===== src/rtl/stcg_pkg.sv =====
`default_nettype none

package stcg_pkg;

	localparam int unsigned MAX_ROWS = 128;

	localparam int unsigned DIV_BITS = 16;
	localparam int unsigned DIV_CNT_W = $clog2(DIV_BITS);
	localparam logic [DIV_CNT_W-1:0] DIV_LAST = DIV_CNT_W'(DIV_BITS - 1);

	localparam int unsigned CFG_INDEX_W = 3;
	localparam int unsigned CFG_DATA_W = 16;

	localparam logic [CFG_INDEX_W-1:0] CFG_ORIGIN_X = 3'd0;
	localparam logic [CFG_INDEX_W-1:0] CFG_ORIGIN_Y = 3'd1;
	localparam logic [CFG_INDEX_W-1:0] CFG_FRAME_WIDTH = 3'd2;
	localparam logic [CFG_INDEX_W-1:0] CFG_WINDOW_COLUMNS = 3'd3;
	localparam logic [CFG_INDEX_W-1:0] CFG_WINDOW_ROWS = 3'd4;
	localparam logic [CFG_INDEX_W-1:0] CFG_FULL_SCALE = 3'd5;
	localparam logic [CFG_INDEX_W-1:0] CFG_SWEEP_MODE = 3'd6;

	localparam logic [1:0] MODE_FORWARD = 2'd0;
	localparam logic [1:0] MODE_BACKWARD = 2'd1;
	localparam logic [1:0] MODE_GIVEN = 2'd2;

	typedef enum logic [2:0] {
		ST_IDLE,
		ST_STEP_DIV,
		ST_ROW_DIV,
		ST_FINISH,
		ST_EMIT_TRACE,
		ST_EMIT_CURSOR
	} stcg_state_t;

	typedef struct packed {
		logic accept;
		logic div_step;
		logic step_done;
		logic row_done;
		logic commit;
		logic load_cursor;
	} stcg_cmd_t;

	typedef struct packed {
		logic step_valid;
		logic div_last;
		logic cursor;
	} stcg_sts_t;

endpackage

`default_nettype wire


===== src/rtl/stcg_sample_if.sv =====
`default_nettype none

interface stcg_sample_if;
	logic        valid;
	logic        ready;
	logic [15:0] sample;
	logic [7:0]  given_column;

	modport source (output valid, output sample, output given_column, input ready);
	modport sink (input valid, input sample, input given_column, output ready);
endinterface

`default_nettype wire


===== src/rtl/stcg_result_if.sv =====
`default_nettype none

interface stcg_result_if;
	logic       valid;
	logic       ready;
	logic       is_cursor;
	logic [8:0] screen_x;
	logic [8:0] screen_y;
	logic [7:0] pixel_count;
	logic [6:0] lit_low;
	logic [6:0] lit_high;
	logic       last;

	modport source (
		output valid, output is_cursor, output screen_x, output screen_y,
		output pixel_count, output lit_low, output lit_high, output last,
		input ready
	);
	modport sink (
		input valid, input is_cursor, input screen_x, input screen_y,
		input pixel_count, input lit_low, input lit_high, input last,
		output ready
	);
endinterface

`default_nettype wire


===== src/rtl/stcg_cfg_if.sv =====
`default_nettype none

interface stcg_cfg_if;
	logic        valid;
	logic        ready;
	logic [2:0]  index;
	logic [15:0] data;

	modport source (output valid, output index, output data, input ready);
	modport sink (input valid, input index, input data, output ready);
endinterface

`default_nettype wire


===== src/rtl/stcg_ctrl.sv =====
`default_nettype none

module stcg_ctrl (
	input  wire logic              clk,
	input  wire logic              arst_n,
	input  wire logic              in_valid,
	output logic                   in_ready,
	output logic                   out_valid,
	input  wire logic              out_ready,
	input  wire stcg_pkg::stcg_sts_t sts,
	output stcg_pkg::stcg_cmd_t    cmd
);

	stcg_pkg::stcg_state_t state_q;
	stcg_pkg::stcg_state_t state_d;

	always_ff @(posedge clk or negedge arst_n) begin
		if (!arst_n) begin
			state_q <= stcg_pkg::ST_IDLE;
		end else begin
			state_q <= state_d;
		end
	end

	always_comb begin
		state_d = state_q;
		cmd = '0;
		in_ready = 1'b0;
		out_valid = 1'b0;
		case (state_q)
			stcg_pkg::ST_IDLE: begin
				in_ready = 1'b1;
				if (in_valid) begin
					cmd.accept = 1'b1;
					state_d = sts.step_valid ? stcg_pkg::ST_ROW_DIV : stcg_pkg::ST_STEP_DIV;
				end
			end
			stcg_pkg::ST_STEP_DIV: begin
				cmd.div_step = 1'b1;
				if (sts.div_last) begin
					cmd.step_done = 1'b1;
					state_d = stcg_pkg::ST_ROW_DIV;
				end
			end
			stcg_pkg::ST_ROW_DIV: begin
				cmd.div_step = 1'b1;
				if (sts.div_last) begin
					cmd.row_done = 1'b1;
					state_d = stcg_pkg::ST_FINISH;
				end
			end
			stcg_pkg::ST_FINISH: begin
				cmd.commit = 1'b1;
				state_d = stcg_pkg::ST_EMIT_TRACE;
			end
			stcg_pkg::ST_EMIT_TRACE: begin
				out_valid = 1'b1;
				if (out_ready) begin
					if (sts.cursor) begin
						cmd.load_cursor = 1'b1;
						state_d = stcg_pkg::ST_EMIT_CURSOR;
					end else begin
						state_d = stcg_pkg::ST_IDLE;
					end
				end
			end
			stcg_pkg::ST_EMIT_CURSOR: begin
				out_valid = 1'b1;
				if (out_ready) begin
					state_d = stcg_pkg::ST_IDLE;
				end
			end
			default: begin
				state_d = stcg_pkg::ST_IDLE;
			end
		endcase
	end

`ifndef SYNTH
	a_no_overlap: assert property (@(posedge clk) disable iff (!arst_n)
		in_ready |-> !out_valid)
		else $error("input taken while a result is pending");

	a_cursor_follows_trace: assert property (@(posedge clk) disable iff (!arst_n)
		(state_q == stcg_pkg::ST_EMIT_CURSOR) |->
		($past(state_q) == stcg_pkg::ST_EMIT_TRACE || $past(state_q) == stcg_pkg::ST_EMIT_CURSOR))
		else $error("cursor result without a preceding trace result");
`endif

endmodule

`default_nettype wire


===== src/rtl/stcg_dp.sv =====
`default_nettype none

module stcg_dp (
	input  wire logic                                  clk,
	input  wire logic                                  arst_n,
	input  wire stcg_pkg::stcg_cmd_t                   cmd,
	output stcg_pkg::stcg_sts_t                        sts,
	input  wire logic                                  cfg_valid,
	output logic                                       cfg_ready,
	input  wire logic [stcg_pkg::CFG_INDEX_W-1:0]      cfg_index,
	input  wire logic [stcg_pkg::CFG_DATA_W-1:0]       cfg_data,
	input  wire logic [15:0]                           sample,
	input  wire logic [7:0]                            given_column,
	output logic                                       is_cursor,
	output logic [8:0]                                 screen_x,
	output logic [8:0]                                 screen_y,
	output logic [7:0]                                 pixel_count,
	output logic [6:0]                                 lit_low,
	output logic [6:0]                                 lit_high,
	output logic                                       last
);

	logic [7:0]  origin_x_q;
	logic [7:0]  origin_y_q;
	logic [7:0]  frame_width_q;
	logic [7:0]  window_columns_q;
	logic [7:0]  window_rows_q;
	logic [15:0] full_scale_q;
	logic [1:0]  sweep_mode_q;

	logic [8:0]  sweep_col_q;
	logic [6:0]  prev_row_q;
	logic        step_valid_q;
	logic        cursor_q;

	logic [15:0] step_q;
	logic [15:0] sample_q;
	logic [7:0]  given_q;
	logic [6:0]  row_q;
	logic [8:0]  next_col_q;

	logic [15:0] rem_q;
	logic [15:0] quo_q;
	logic [15:0] div_q;
	logic [stcg_pkg::DIV_CNT_W-1:0] cnt_q;

	logic cfg_we;
	logic step_clear;

	logic [7:0]  rows_c;
	logic [6:0]  rmax;
	logic [7:0]  limit;

	logic [16:0] shifted;
	logic        ge;
	logic [16:0] diff;
	logic [15:0] rem_next;
	logic [15:0] quo_next;
	logic [15:0] step_nz;
	logic [6:0]  row_clamped;

	logic        is_fwd;
	logic        is_bwd;
	logic [8:0]  col_c;
	logic        start_c;
	logic [6:0]  prev_eff;
	logic [6:0]  lo_c;
	logic [6:0]  hi_c;
	logic [8:0]  fwd_next;
	logic [8:0]  bwd_next;
	logic signed [10:0] bound;
	logic signed [10:0] given_s;
	logic        cursor_c;
	logic [8:0]  next_c;
	logic [8:0]  sweep_next_c;
	logic [8:0]  base_x;

	assign cfg_ready = 1'b1;
	assign cfg_we = cfg_valid && cfg_ready;
	assign step_clear = cfg_we &&
		(cfg_index == stcg_pkg::CFG_FULL_SCALE || cfg_index == stcg_pkg::CFG_WINDOW_ROWS);

	always_comb begin
		if (window_rows_q < 8'd2) begin
			rows_c = 8'd2;
		end else if (window_rows_q > 8'(stcg_pkg::MAX_ROWS)) begin
			rows_c = 8'(stcg_pkg::MAX_ROWS);
		end else begin
			rows_c = window_rows_q;
		end
	end
	assign rmax = 7'(rows_c - 8'd1);
	assign limit = (window_columns_q > frame_width_q) ? (window_columns_q - frame_width_q) : 8'd0;

	// One restoring division step: one quotient bit per cycle, MSB first.
	assign shifted = {rem_q, quo_q[15]};
	assign diff = shifted - {1'b0, div_q};
	assign ge = (shifted >= {1'b0, div_q});
	assign rem_next = ge ? diff[15:0] : shifted[15:0];
	assign quo_next = {quo_q[14:0], ge};
	assign step_nz = (quo_next == 16'd0) ? 16'd1 : quo_next;
	assign row_clamped = (quo_next > {9'd0, rmax}) ? rmax : quo_next[6:0];

	assign is_fwd = (sweep_mode_q == stcg_pkg::MODE_FORWARD);
	assign is_bwd = (sweep_mode_q == stcg_pkg::MODE_BACKWARD);

	assign fwd_next = sweep_col_q + 9'd1;
	assign bwd_next = sweep_col_q - 9'd1;
	assign bound = $signed({3'b000, window_columns_q}) - $signed({2'b00, frame_width_q, 1'b0});
	assign given_s = $signed({3'b000, given_q});

	always_comb begin
		if (is_fwd) begin
			col_c = sweep_col_q;
			start_c = (sweep_col_q == 9'd0);
			cursor_c = (fwd_next < {1'b0, limit});
			next_c = fwd_next;
			sweep_next_c = cursor_c ? fwd_next : 9'd0;
		end else if (is_bwd) begin
			col_c = sweep_col_q;
			start_c = (sweep_col_q == {1'b0, limit});
			cursor_c = (sweep_col_q != 9'd0);
			next_c = bwd_next;
			sweep_next_c = cursor_c ? bwd_next : {1'b0, limit};
		end else begin
			col_c = {1'b0, given_q};
			start_c = (given_q == 8'd0);
			cursor_c = (given_s < bound);
			next_c = {1'b0, given_q} + 9'd1;
			sweep_next_c = sweep_col_q;
		end
	end

	assign prev_eff = start_c ? row_q : prev_row_q;
	assign lo_c = (prev_eff < row_q) ? prev_eff : row_q;
	assign hi_c = (prev_eff < row_q) ? row_q : prev_eff;
	assign base_x = {1'b0, origin_x_q} + {1'b0, frame_width_q};

	always_ff @(posedge clk or negedge arst_n) begin
		if (!arst_n) begin
			origin_x_q <= 8'd0;
			origin_y_q <= 8'd0;
			frame_width_q <= 8'd1;
			window_columns_q <= 8'd160;
			window_rows_q <= 8'd128;
			full_scale_q <= 16'd4095;
			sweep_mode_q <= stcg_pkg::MODE_FORWARD;
		end else if (cfg_we) begin
			case (cfg_index)
				stcg_pkg::CFG_ORIGIN_X: origin_x_q <= cfg_data[7:0];
				stcg_pkg::CFG_ORIGIN_Y: origin_y_q <= cfg_data[7:0];
				stcg_pkg::CFG_FRAME_WIDTH: frame_width_q <= cfg_data[7:0];
				stcg_pkg::CFG_WINDOW_COLUMNS: window_columns_q <= cfg_data[7:0];
				stcg_pkg::CFG_WINDOW_ROWS: window_rows_q <= cfg_data[7:0];
				stcg_pkg::CFG_FULL_SCALE: full_scale_q <= cfg_data;
				stcg_pkg::CFG_SWEEP_MODE: sweep_mode_q <= cfg_data[1:0];
				default: begin
				end
			endcase
		end
	end

	always_ff @(posedge clk or negedge arst_n) begin
		if (!arst_n) begin
			sweep_col_q <= 9'd0;
			prev_row_q <= 7'd0;
			step_valid_q <= 1'b0;
			cursor_q <= 1'b0;
			cnt_q <= '0;
		end else begin
			if (step_clear) begin
				step_valid_q <= 1'b0;
			end else if (cmd.step_done) begin
				step_valid_q <= 1'b1;
			end
			if (cmd.accept || cmd.step_done) begin
				cnt_q <= '0;
			end else if (cmd.div_step) begin
				cnt_q <= cnt_q + 1'b1;
			end
			if (cmd.commit) begin
				sweep_col_q <= sweep_next_c;
				prev_row_q <= row_q;
				cursor_q <= cursor_c;
			end
		end
	end

	always_ff @(posedge clk) begin
		if (cmd.accept) begin
			sample_q <= sample;
			given_q <= given_column;
			rem_q <= 16'd0;
			if (step_valid_q) begin
				quo_q <= sample;
				div_q <= step_q;
			end else begin
				quo_q <= full_scale_q;
				div_q <= {9'd0, rmax};
			end
		end else if (cmd.step_done) begin
			step_q <= step_nz;
			rem_q <= 16'd0;
			quo_q <= sample_q;
			div_q <= step_nz;
		end else if (cmd.div_step) begin
			rem_q <= rem_next;
			quo_q <= quo_next;
		end
		if (cmd.row_done) begin
			row_q <= row_clamped;
		end
		if (cmd.commit) begin
			next_col_q <= next_c;
			is_cursor <= 1'b0;
			screen_x <= col_c + base_x;
			screen_y <= {1'b0, origin_y_q} + {1'b0, frame_width_q};
			pixel_count <= (window_rows_q > frame_width_q) ?
				(window_rows_q - frame_width_q) : 8'd0;
			lit_low <= lo_c;
			lit_high <= hi_c;
			last <= !cursor_c;
		end else if (cmd.load_cursor) begin
			is_cursor <= 1'b1;
			screen_x <= next_col_q + base_x;
			lit_low <= 7'd0;
			lit_high <= 7'd0;
			last <= 1'b1;
		end
	end

	assign sts.step_valid = step_valid_q;
	assign sts.div_last = (cnt_q == stcg_pkg::DIV_LAST);
	assign sts.cursor = cursor_q;

`ifndef SYNTH
	a_step_invalidated: assert property (@(posedge clk) disable iff (!arst_n)
		step_clear |=> !step_valid_q)
		else $error("cached step survived a scale or row count change");
`endif

endmodule

`default_nettype wire


===== src/rtl/scrolling_trace_column_generator_core.sv =====
`default_nettype none

// Scrolling trace column generator. Each sample transfer yields a trace column result and,
// when the next column is still inside the window, a cursor column result; last marks the
// final one. A sample is accepted, its row is found by bit-serial division by the scale
// step, the result is formed, and then each result is transferred when the sink is ready.
// After reset, and after full_scale or window_rows is written, the next sample first
// passes through the same divider to work out the new scale step, which is then kept for
// later samples. One sample is in work at a time. Configuration is written by the user
// only while the block is idle (not enforced); the configuration port is always ready.
module scrolling_trace_column_generator_core (
	input  wire logic     clk,
	input  wire logic     arst_n,
	stcg_sample_if.sink   samples,
	stcg_result_if.source results,
	stcg_cfg_if.sink      cfg
);

	stcg_pkg::stcg_cmd_t cmd;
	stcg_pkg::stcg_sts_t sts;
	logic in_ready;
	logic out_valid;
	logic cfg_ready;

	stcg_ctrl u_ctrl (
		.clk       (clk),
		.arst_n    (arst_n),
		.in_valid  (samples.valid),
		.in_ready  (in_ready),
		.out_valid (out_valid),
		.out_ready (results.ready),
		.sts       (sts),
		.cmd       (cmd)
	);

	stcg_dp u_dp (
		.clk          (clk),
		.arst_n       (arst_n),
		.cmd          (cmd),
		.sts          (sts),
		.cfg_valid    (cfg.valid),
		.cfg_ready    (cfg_ready),
		.cfg_index    (cfg.index),
		.cfg_data     (cfg.data),
		.sample       (samples.sample),
		.given_column (samples.given_column),
		.is_cursor    (results.is_cursor),
		.screen_x     (results.screen_x),
		.screen_y     (results.screen_y),
		.pixel_count  (results.pixel_count),
		.lit_low      (results.lit_low),
		.lit_high     (results.lit_high),
		.last         (results.last)
	);

	assign samples.ready = in_ready;
	assign results.valid = out_valid;
	assign cfg.ready = cfg_ready;

endmodule

`default_nettype wire

===== src/flat_wrapper.sv =====
// flat-port wrapper written by rule: the top's interface ports become plain ports
module scrolling_trace_column_generator_core_flat 
  (clk, arst_n, samples_valid, samples_sample, samples_given_column, samples_ready, results_valid, results_is_cursor, results_screen_x, results_screen_y, results_pixel_count, results_lit_low, results_lit_high, results_last, results_ready, cfg_valid, cfg_index, cfg_data, cfg_ready);
  stcg_sample_if samples_i ();
  stcg_result_if results_i ();
  stcg_cfg_if cfg_i ();
  input  wire logic clk;
  input  wire logic arst_n;
  input wire logic [$bits(samples_i.valid)-1:0] samples_valid;
  input wire logic [$bits(samples_i.sample)-1:0] samples_sample;
  input wire logic [$bits(samples_i.given_column)-1:0] samples_given_column;
  output wire logic [$bits(samples_i.ready)-1:0] samples_ready;
  output wire logic [$bits(results_i.valid)-1:0] results_valid;
  output wire logic [$bits(results_i.is_cursor)-1:0] results_is_cursor;
  output wire logic [$bits(results_i.screen_x)-1:0] results_screen_x;
  output wire logic [$bits(results_i.screen_y)-1:0] results_screen_y;
  output wire logic [$bits(results_i.pixel_count)-1:0] results_pixel_count;
  output wire logic [$bits(results_i.lit_low)-1:0] results_lit_low;
  output wire logic [$bits(results_i.lit_high)-1:0] results_lit_high;
  output wire logic [$bits(results_i.last)-1:0] results_last;
  input wire logic [$bits(results_i.ready)-1:0] results_ready;
  input wire logic [$bits(cfg_i.valid)-1:0] cfg_valid;
  input wire logic [$bits(cfg_i.index)-1:0] cfg_index;
  input wire logic [$bits(cfg_i.data)-1:0] cfg_data;
  output wire logic [$bits(cfg_i.ready)-1:0] cfg_ready;
  assign samples_i.valid = samples_valid;
  assign samples_i.sample = samples_sample;
  assign samples_i.given_column = samples_given_column;
  assign samples_ready = samples_i.ready;
  assign results_valid = results_i.valid;
  assign results_is_cursor = results_i.is_cursor;
  assign results_screen_x = results_i.screen_x;
  assign results_screen_y = results_i.screen_y;
  assign results_pixel_count = results_i.pixel_count;
  assign results_lit_low = results_i.lit_low;
  assign results_lit_high = results_i.lit_high;
  assign results_last = results_i.last;
  assign results_i.ready = results_ready;
  assign cfg_i.valid = cfg_valid;
  assign cfg_i.index = cfg_index;
  assign cfg_i.data = cfg_data;
  assign cfg_ready = cfg_i.ready;
  scrolling_trace_column_generator_core u_core (.clk(clk), .arst_n(arst_n), .samples(samples_i), .results(results_i), .cfg(cfg_i));
endmodule

===== config.mk =====
export PLATFORM = sky130hd
export DESIGN_NAME = scrolling_trace_column_generator_core_flat
export DESIGN_NICKNAME = d
export VERILOG_FILES = /design/src/rtl/stcg_pkg.sv /design/src/rtl/stcg_sample_if.sv /design/src/rtl/stcg_result_if.sv /design/src/rtl/stcg_cfg_if.sv /design/src/rtl/stcg_ctrl.sv /design/src/rtl/stcg_dp.sv /design/src/rtl/scrolling_trace_column_generator_core.sv /design/src/flat_wrapper.sv
export SDC_FILE = /design/constraint.sdc
export NUM_CORES = 1
export LEC_CHECK = 0
export BUFFER_PORTS_ARGS = -buffer_cell sky130_fd_sc_hd__buf_4
export CORE_AREA = 2 2 154 156
export DETAILED_ROUTE_END_ITERATION = 8
export DIE_AREA = 0 0 156 158
export GPL_ROUTABILITY_DRIVEN = 0
export PLACE_DENSITY = 0.79
export SETUP_SLACK_MARGIN = 0.5
export SLEW_MARGIN = 20
export SYNTH_ARGS = -nofsm -noshare
export SYNTH_HDL_FRONTEND = slang
export SYNTH_SLANG_ARGS = --single-unit

===== constraint.sdc =====
create_clock -name clk -period 6.17 [get_ports clk]
set_input_delay 0.9255 -clock clk [delete_from_list [all_inputs] [get_ports clk]]
set_output_delay 0.9255 -clock clk [all_outputs]
set_load 0.01 [all_outputs]

; ---- Word-level counts from Yosys, hierarchy flattened
; Cells that the tools add are included.
; Widths: inputs -> output; s select.
[totals]
reg_bits = 229
input_bits = 48
output_inout_bits = 45
[op_classes]
add_sub_neg = 13
n_lt_le_gt_ge = 9
eq_ne = 19
mux = 59
bitwise = 1
n_reduce_logical = 30
[ops]
columns = op, count
row1 = $mux 16, 9
row2 = $mux 9, 10
row3 = $mux 7, 9
row4 = $mux 1, 20
row5 = $add 8x8->9, 2
row6 = $add 9x9->9, 2
row7 = $mux 3, 6
row8 = $pmux 3 s6, 1
row9 = $reduce_and 2->1, 9
row10 = $ge 17x16->1, 1
row11 = $gt 16x7->1, 1
row12 = $gt 8x8->1, 2
row13 = $logic_not 16->1, 1
row14 = $sub 16x16->16, 1
row15 = $sub 8x8->8, 2
row16 = $eq 3x3->1 const B, 5
row17 = $eq 3x2->1 const B, 4
row18 = $lt 9x10->1, 1
row19 = $reduce_bool 2->1, 5
row20 = $sub 8x9->10, 1
row21 = $add 8x1->9 const B, 1
row22 = $add 9x1->9 const B, 1
row23 = $eq 9x8->1, 1
row24 = $logic_not 9->1, 1
row25 = other kinds (26), 35

; ---- Logic depth before layout (Yosys ltp)
[logic_depth]
ltp_word = 9
ltp_mapped = 23

; ---- By module
; A second synthesis with hierarchy kept.
[hier_totals]
hier_cells = 1296
hier_area_um2 = 13725.7
[modules_own_cells]
columns = mod, n_inst, cells_each, area_per_inst_um2
row1 = stcg_dp, 1, 1265, 13394.1
row2 = stcg_ctrl, 1, 31, 331.6

; ---- Worst setup path after synthesis
; No wires, ideal clock.
[synth_timing]
path_type = reg-to-reg
from = register u_core.u_dp.frame_width_q[0]
to = register u_core.u_dp.lit_low[0] (data pin)
arrival_time_ns = 4.587
setup_slack_ns = 1.310
path_stages_with_launch = 22
synth_period_minus_slack_ns = 4.860
path_cell_list = dfstp_2 > ha_1 > fa_1 > nand2b_1 > a211oi_2 > nor2_1 > or2_2 > inv_1 > ha_1 > nor4b_1 > o21ai_0 > nor4_4 > a21boi_2 > mux2_2 > ha_1 > a21o_1 > a21o_1 > a21oi_1 > and3_1 > o21ai_0 > a21oi_2 > mux2i_1
[synth_via]
elab_chain_cells = 9
elab_cells_between_ends = 10
cone_classes = 1 x add/sub / 2 x order compare / 1 x eq/ne / 6 x mux
[synth_rtl]
columns = item, line
row1 = "start, declared", stcg_dp.sv:25  ; logic [7:0] frame_width_q;
row2 = "start signal, assigned", stcg_dp.sv:152  ; stcg_pkg::CFG_FRAME_WIDTH: frame_width_q <= cfg_data[7:0];
row3 = $sub 8x8->8 / $gt 8x8->1 (equally long branches), stcg_dp.sv:93  ; assign limit = (window_columns_q > frame_width_q) ? (window_columns_q - frame_width_q) : 8'd0;
row4 = $mux 8 *, stcg_dp.sv:93
row5 = $eq 9x8->1 *, stcg_dp.sv:121  ; start_c = (sweep_col_q == {1'b0, limit});
row6 = $mux 1 *, stcg_dp.sv:119  ; end else if (is_bwd) begin
row7 = $mux 1 *, stcg_dp.sv:113  ; if (is_fwd) begin
row8 = $mux 7 *, stcg_dp.sv:134  ; assign prev_eff = start_c ? row_q : prev_row_q;
row9 = $lt 7x7->1, stcg_dp.sv:135  ; assign lo_c = (prev_eff < row_q) ? prev_eff : row_q;
row10 = $mux 7 *, stcg_dp.sv:135
row11 = $mux 7 *, stcg_dp.sv:213  ; if (cmd.commit) begin
row12 = "end signal, assigned", stcg_dp.sv:220  ; lit_low <= lo_c;
row13 = "end, declared", stcg_dp.sv:18  ; output logic [6:0] lit_low,
; Every way passes the cells marked *; elsewhere a longest branch is shown, timed or not.
; A chain may end at the register's enable or synchronous reset.

; ---- Final worst setup path
[layout_timing]
from = register u_core.u_dp.frame_width_q[0]
to = register u_core.u_dp.lit_low[1] (data pin)
; The elaborated chain is that of the path after synthesis.

==> metrics.csv <==
metric;value;unit
R2R Setup Slk;860;ps
Rows;56;
Hold WS;454;ps
max-cap violations;0;
number of global-route vias before repair;9996;
chip height;158;microns
IO Pins;93;
die area;24600;sq um
vias;10300;
TNS Setup;0;ps
worst slack at placement;774;ps
VDD IR max;0.266;mV
Reg2Reg Depth;22;
Top FF cell, synth;edfxtp_1;
CTS tree;yes;
ANT nets after route;0;
first-pass detailed-route iteration total;7;
drt drc;0;
die width;156;microns
Multi-input gate area;6790;sq um
Final WS setup;857;ps
critical path data arrival time;5680;ps
Sink Count;229;
Vias/cell;6.10;
largest net degree at the start of global routing;84;
nets;1536;
EDFF count, synth;129;
clock skew;31.2;ps
effective utilization at floorplan;59.3;%
top post-synthesis cells by area;edfxtp_1 28%, dfrtp_1 12%, ha_1 9.0%;
max incr delay on CP;400;ps
Core ar.;23100;sq um
reg2reg start;u_core.u_dp.frame_width_q[0];
Comb power frac;48.9;%
r2r endpoint;u_core.u_dp.lit_low[1];
Netlist cell types;71;
Yosys warnings;0;
Internal Power;4.94;mW
ys async rst share;36.2;%
Mapped Area;13700;sq um
Worst Tran Pin Value;972;ps
IO Port Bufs;91;
final wirelength;33.3;mm
Tot GR Track Use;26.9;%
Layout Area Growth over Synthesis;13.3;%
final worst-path cycle share;86.1;%
clock network fraction of total power;18.7;%
CP startpoint kind;flop;
Mapped Cells;1315;
sw frac;40.8;%
Bufs and invs on worst path;2;
top cell type's share of synthesized area;28.3;%
WL/cell;19.7;microns
Flop pwr share;32.4;%
RSZ-0062 raised after global routing;no;
Pleak;6.54;nW
Placed Instances;1643;
Antenna diodes;0;
CP Cell Sequence;ha_1 > fa_1 > nand2b_1 > a211oi_2 > nor2_1 > or2_2 > inv_1 > ha_1 > nor4b_1 > o21ai_0 > nor4_4 > a21boi_2 > mux2_2 > ha_1 > a21o_1 > a21o_1 > a21oi_1 > and3_1 > o21ai_0 > a21oi_4 > buf_12 > mux2i_1;
critical path's most frequent cell;ha_1;
synth cell count leaders;129 x edfxtp_1, 129 x nand2_1, 98 x ha_1;
CTS root buffer;clkbuf_16;
first-pass GRT wire length;52.6;mm
crit-path max FO;7;
max-slew violations;0;
critical path's top delay family;compound AO/OA/AOI/OAI gates;
relative slew slack;35.0;%
fin cells;1693;
CTS buffer count;26;
Tmin final;5310;ps
FF/Latch Area;6310;sq um
Post-Syn Nets;1468;
post-synthesis sequential area ratio;46.2;%
final setup violation count;0;
HPWL Detailed;23.7;mm
kind of critical path;flop to flop;
hold-fix buffers at CTS;0;
final hold vios;0;
Clk pin slew, worst setup/hold paths;60;ps
Power, Total;8.36;mW
pwr dens;540;nW/um^2
H-tree Lvls;1;
Yosys reg bits;229;
later-pin clock latency in the skew report;550;ps
status;finished clean;
nature of the critical path endpoint;flop;
gr ovfl total;0;
Required @ worst endpoint;6540;ps
post-synth top area cell;edfxtp_1;
Worst Hold Class;input port to async pin;
Psw;3.41;mW
Filler Cells Inserted;1744;
Mean Syn Cell Area;10.4;sq um
Starting DRT DRC Count;785;
fraction of layout cells with a size suffix above 1;17.4;%
Peak Freq;188;MHz
maximum clock insertion buffer count;3;
slowest CP cell;dfstp_2;
antenna violations before repair;0;
-- power by group through the flow --
stage          Clock [mW]  Sequential [mW]  Combinational (mW)
3_3_place_gp            0             2.71                3.85
4_1_cts              1.58             2.70                4.02
5_1_grt              1.62             2.76                4.53
2_1_floorplan           0             2.60                2.98
6_report             1.56             2.71                4.09
3_5_place_dp            0             2.72                3.98
-- registers in the layout (all words and copies together) (netlist names), 9 cells and up --
signal	count
u_core.u_dp.screen_y	9
u_core.u_dp.rem_q	16
u_core.u_dp.div_q	16
u_core.u_dp.screen_x	9
u_core.u_dp.full_scale_q	16
u_core.u_dp.sweep_col_q	9
u_core.u_dp.step_q	16
u_core.u_dp.sample_q	16
u_core.u_dp.quo_q	16
u_core.u_dp.next_col_q	9
-- worst max path at each step --
stage | start | end | cells after the start
after floorplan | u_core.u_dp.frame_width_q[0] | u_core.u_dp.lit_low[0] | 21
after global placement | u_core.u_dp.frame_width_q[0] | u_core.u_dp.lit_low[4] | 21
after detailed placement | u_core.u_dp.frame_width_q[0] | u_core.u_dp.lit_low[1] | 21
after CTS | u_core.u_dp.frame_width_q[0] | u_core.u_dp.lit_low[3] | 21
after global routing | u_core.u_dp.frame_width_q[0] | u_core.u_dp.lit_low[1] | 22
final | u_core.u_dp.frame_width_q[0] | u_core.u_dp.lit_low[1] | 22
-- per-stage QoR --
step / instance area [sq um] / utilization [%]
2_1_floorplan: 13700 / -
3_3_place_gp: 14600 / 63.2
3_5_place_dp: 14600 / 63.2
4_1_cts: 15400 / 67.0
5_1_grt: 15500 / 67.2
6_report: 15500 / 67.2
-- routing by layer --
layer  up-vias  share of wire, %  GRT usage (%)
met5         -                 0              0
met4         0               4.3           10.4
met3        90               5.6           3.31
met2       367                46           43.1
met1      4975                45           37.8
li1       4887                 -              -
-- area by class of cell --
cell class              count  share of cell area, %
flip-flops and latches    229                   40.8
clock buffers              32                   4.54
clock inverters            16                   1.08
inverters                  89                   2.16
multi-input cells         931                   43.9
well taps                 290                   2.34
repair buffers            106                   5.24
-- logic make-up (layout without fill, tap and decap cells) --
family | Yosys count | in the layout | synth area share [%]
xor+xnor | 72 | 72 | 4.61
mux | 121 | 121 | 9.39
flops | 229 | 229 | 46.2
simple gates | 346 | 346 | 12.2
compound gates | 286 | 286 | 13.3
fa+ha+maj | 105 | 105 | 10.0
buf+inv | 155 | 243 | 4.33
other cells | 1 | 1 | 0.0274
-- timing repair --
| item | CTS | global route |
|---|---|---|
| endpoints found under the setup margin | 0 | 7 |
| gates resized for setup | 0 | 1 |
| setup buffers | 0 | 2 |
| endpoints found under the hold margin | 0 | 0 |
-- placed cells by master, fill, tap and decap left out, types with 4 or more instances in the layout --
cell type,Yosys,routed
a211oi_1,7,7
a21boi_0,7,7
a21o_1,21,21
a21oi_1,71,71
a221o_1,10,10
a31oi_1,5,5
a32oi_1,4,4
and3_1,12,12
buf_4,1,104
clkbuf_16,0,26
clkinvlp_4,0,5
dfrtp_1,67,67
dfstp_2,16,16
dfxtp_1,17,17
edfxtp_1,129,129
fa_1,7,7
ha_1,98,98
inv_1,86,86
mux2_2,58,58
mux2i_1,63,63
nand2_1,129,129
nand2b_1,11,11
nand3_1,29,29
nand4_1,15,15
nor2_1,67,66
nor2b_1,15,15
nor3_1,26,25
nor3b_1,5,5
nor4_1,4,4
nor4b_1,6,6
o21a_1,15,15
o21ai_0,86,85
o21bai_1,12,12
o221ai_1,6,6
o22ai_1,8,8
o31ai_1,4,4
or2_2,8,8
or3_1,6,6
xnor2_1,55,55
xor2_1,17,17
Note: power is estimated with default switching activity, not from simulation.
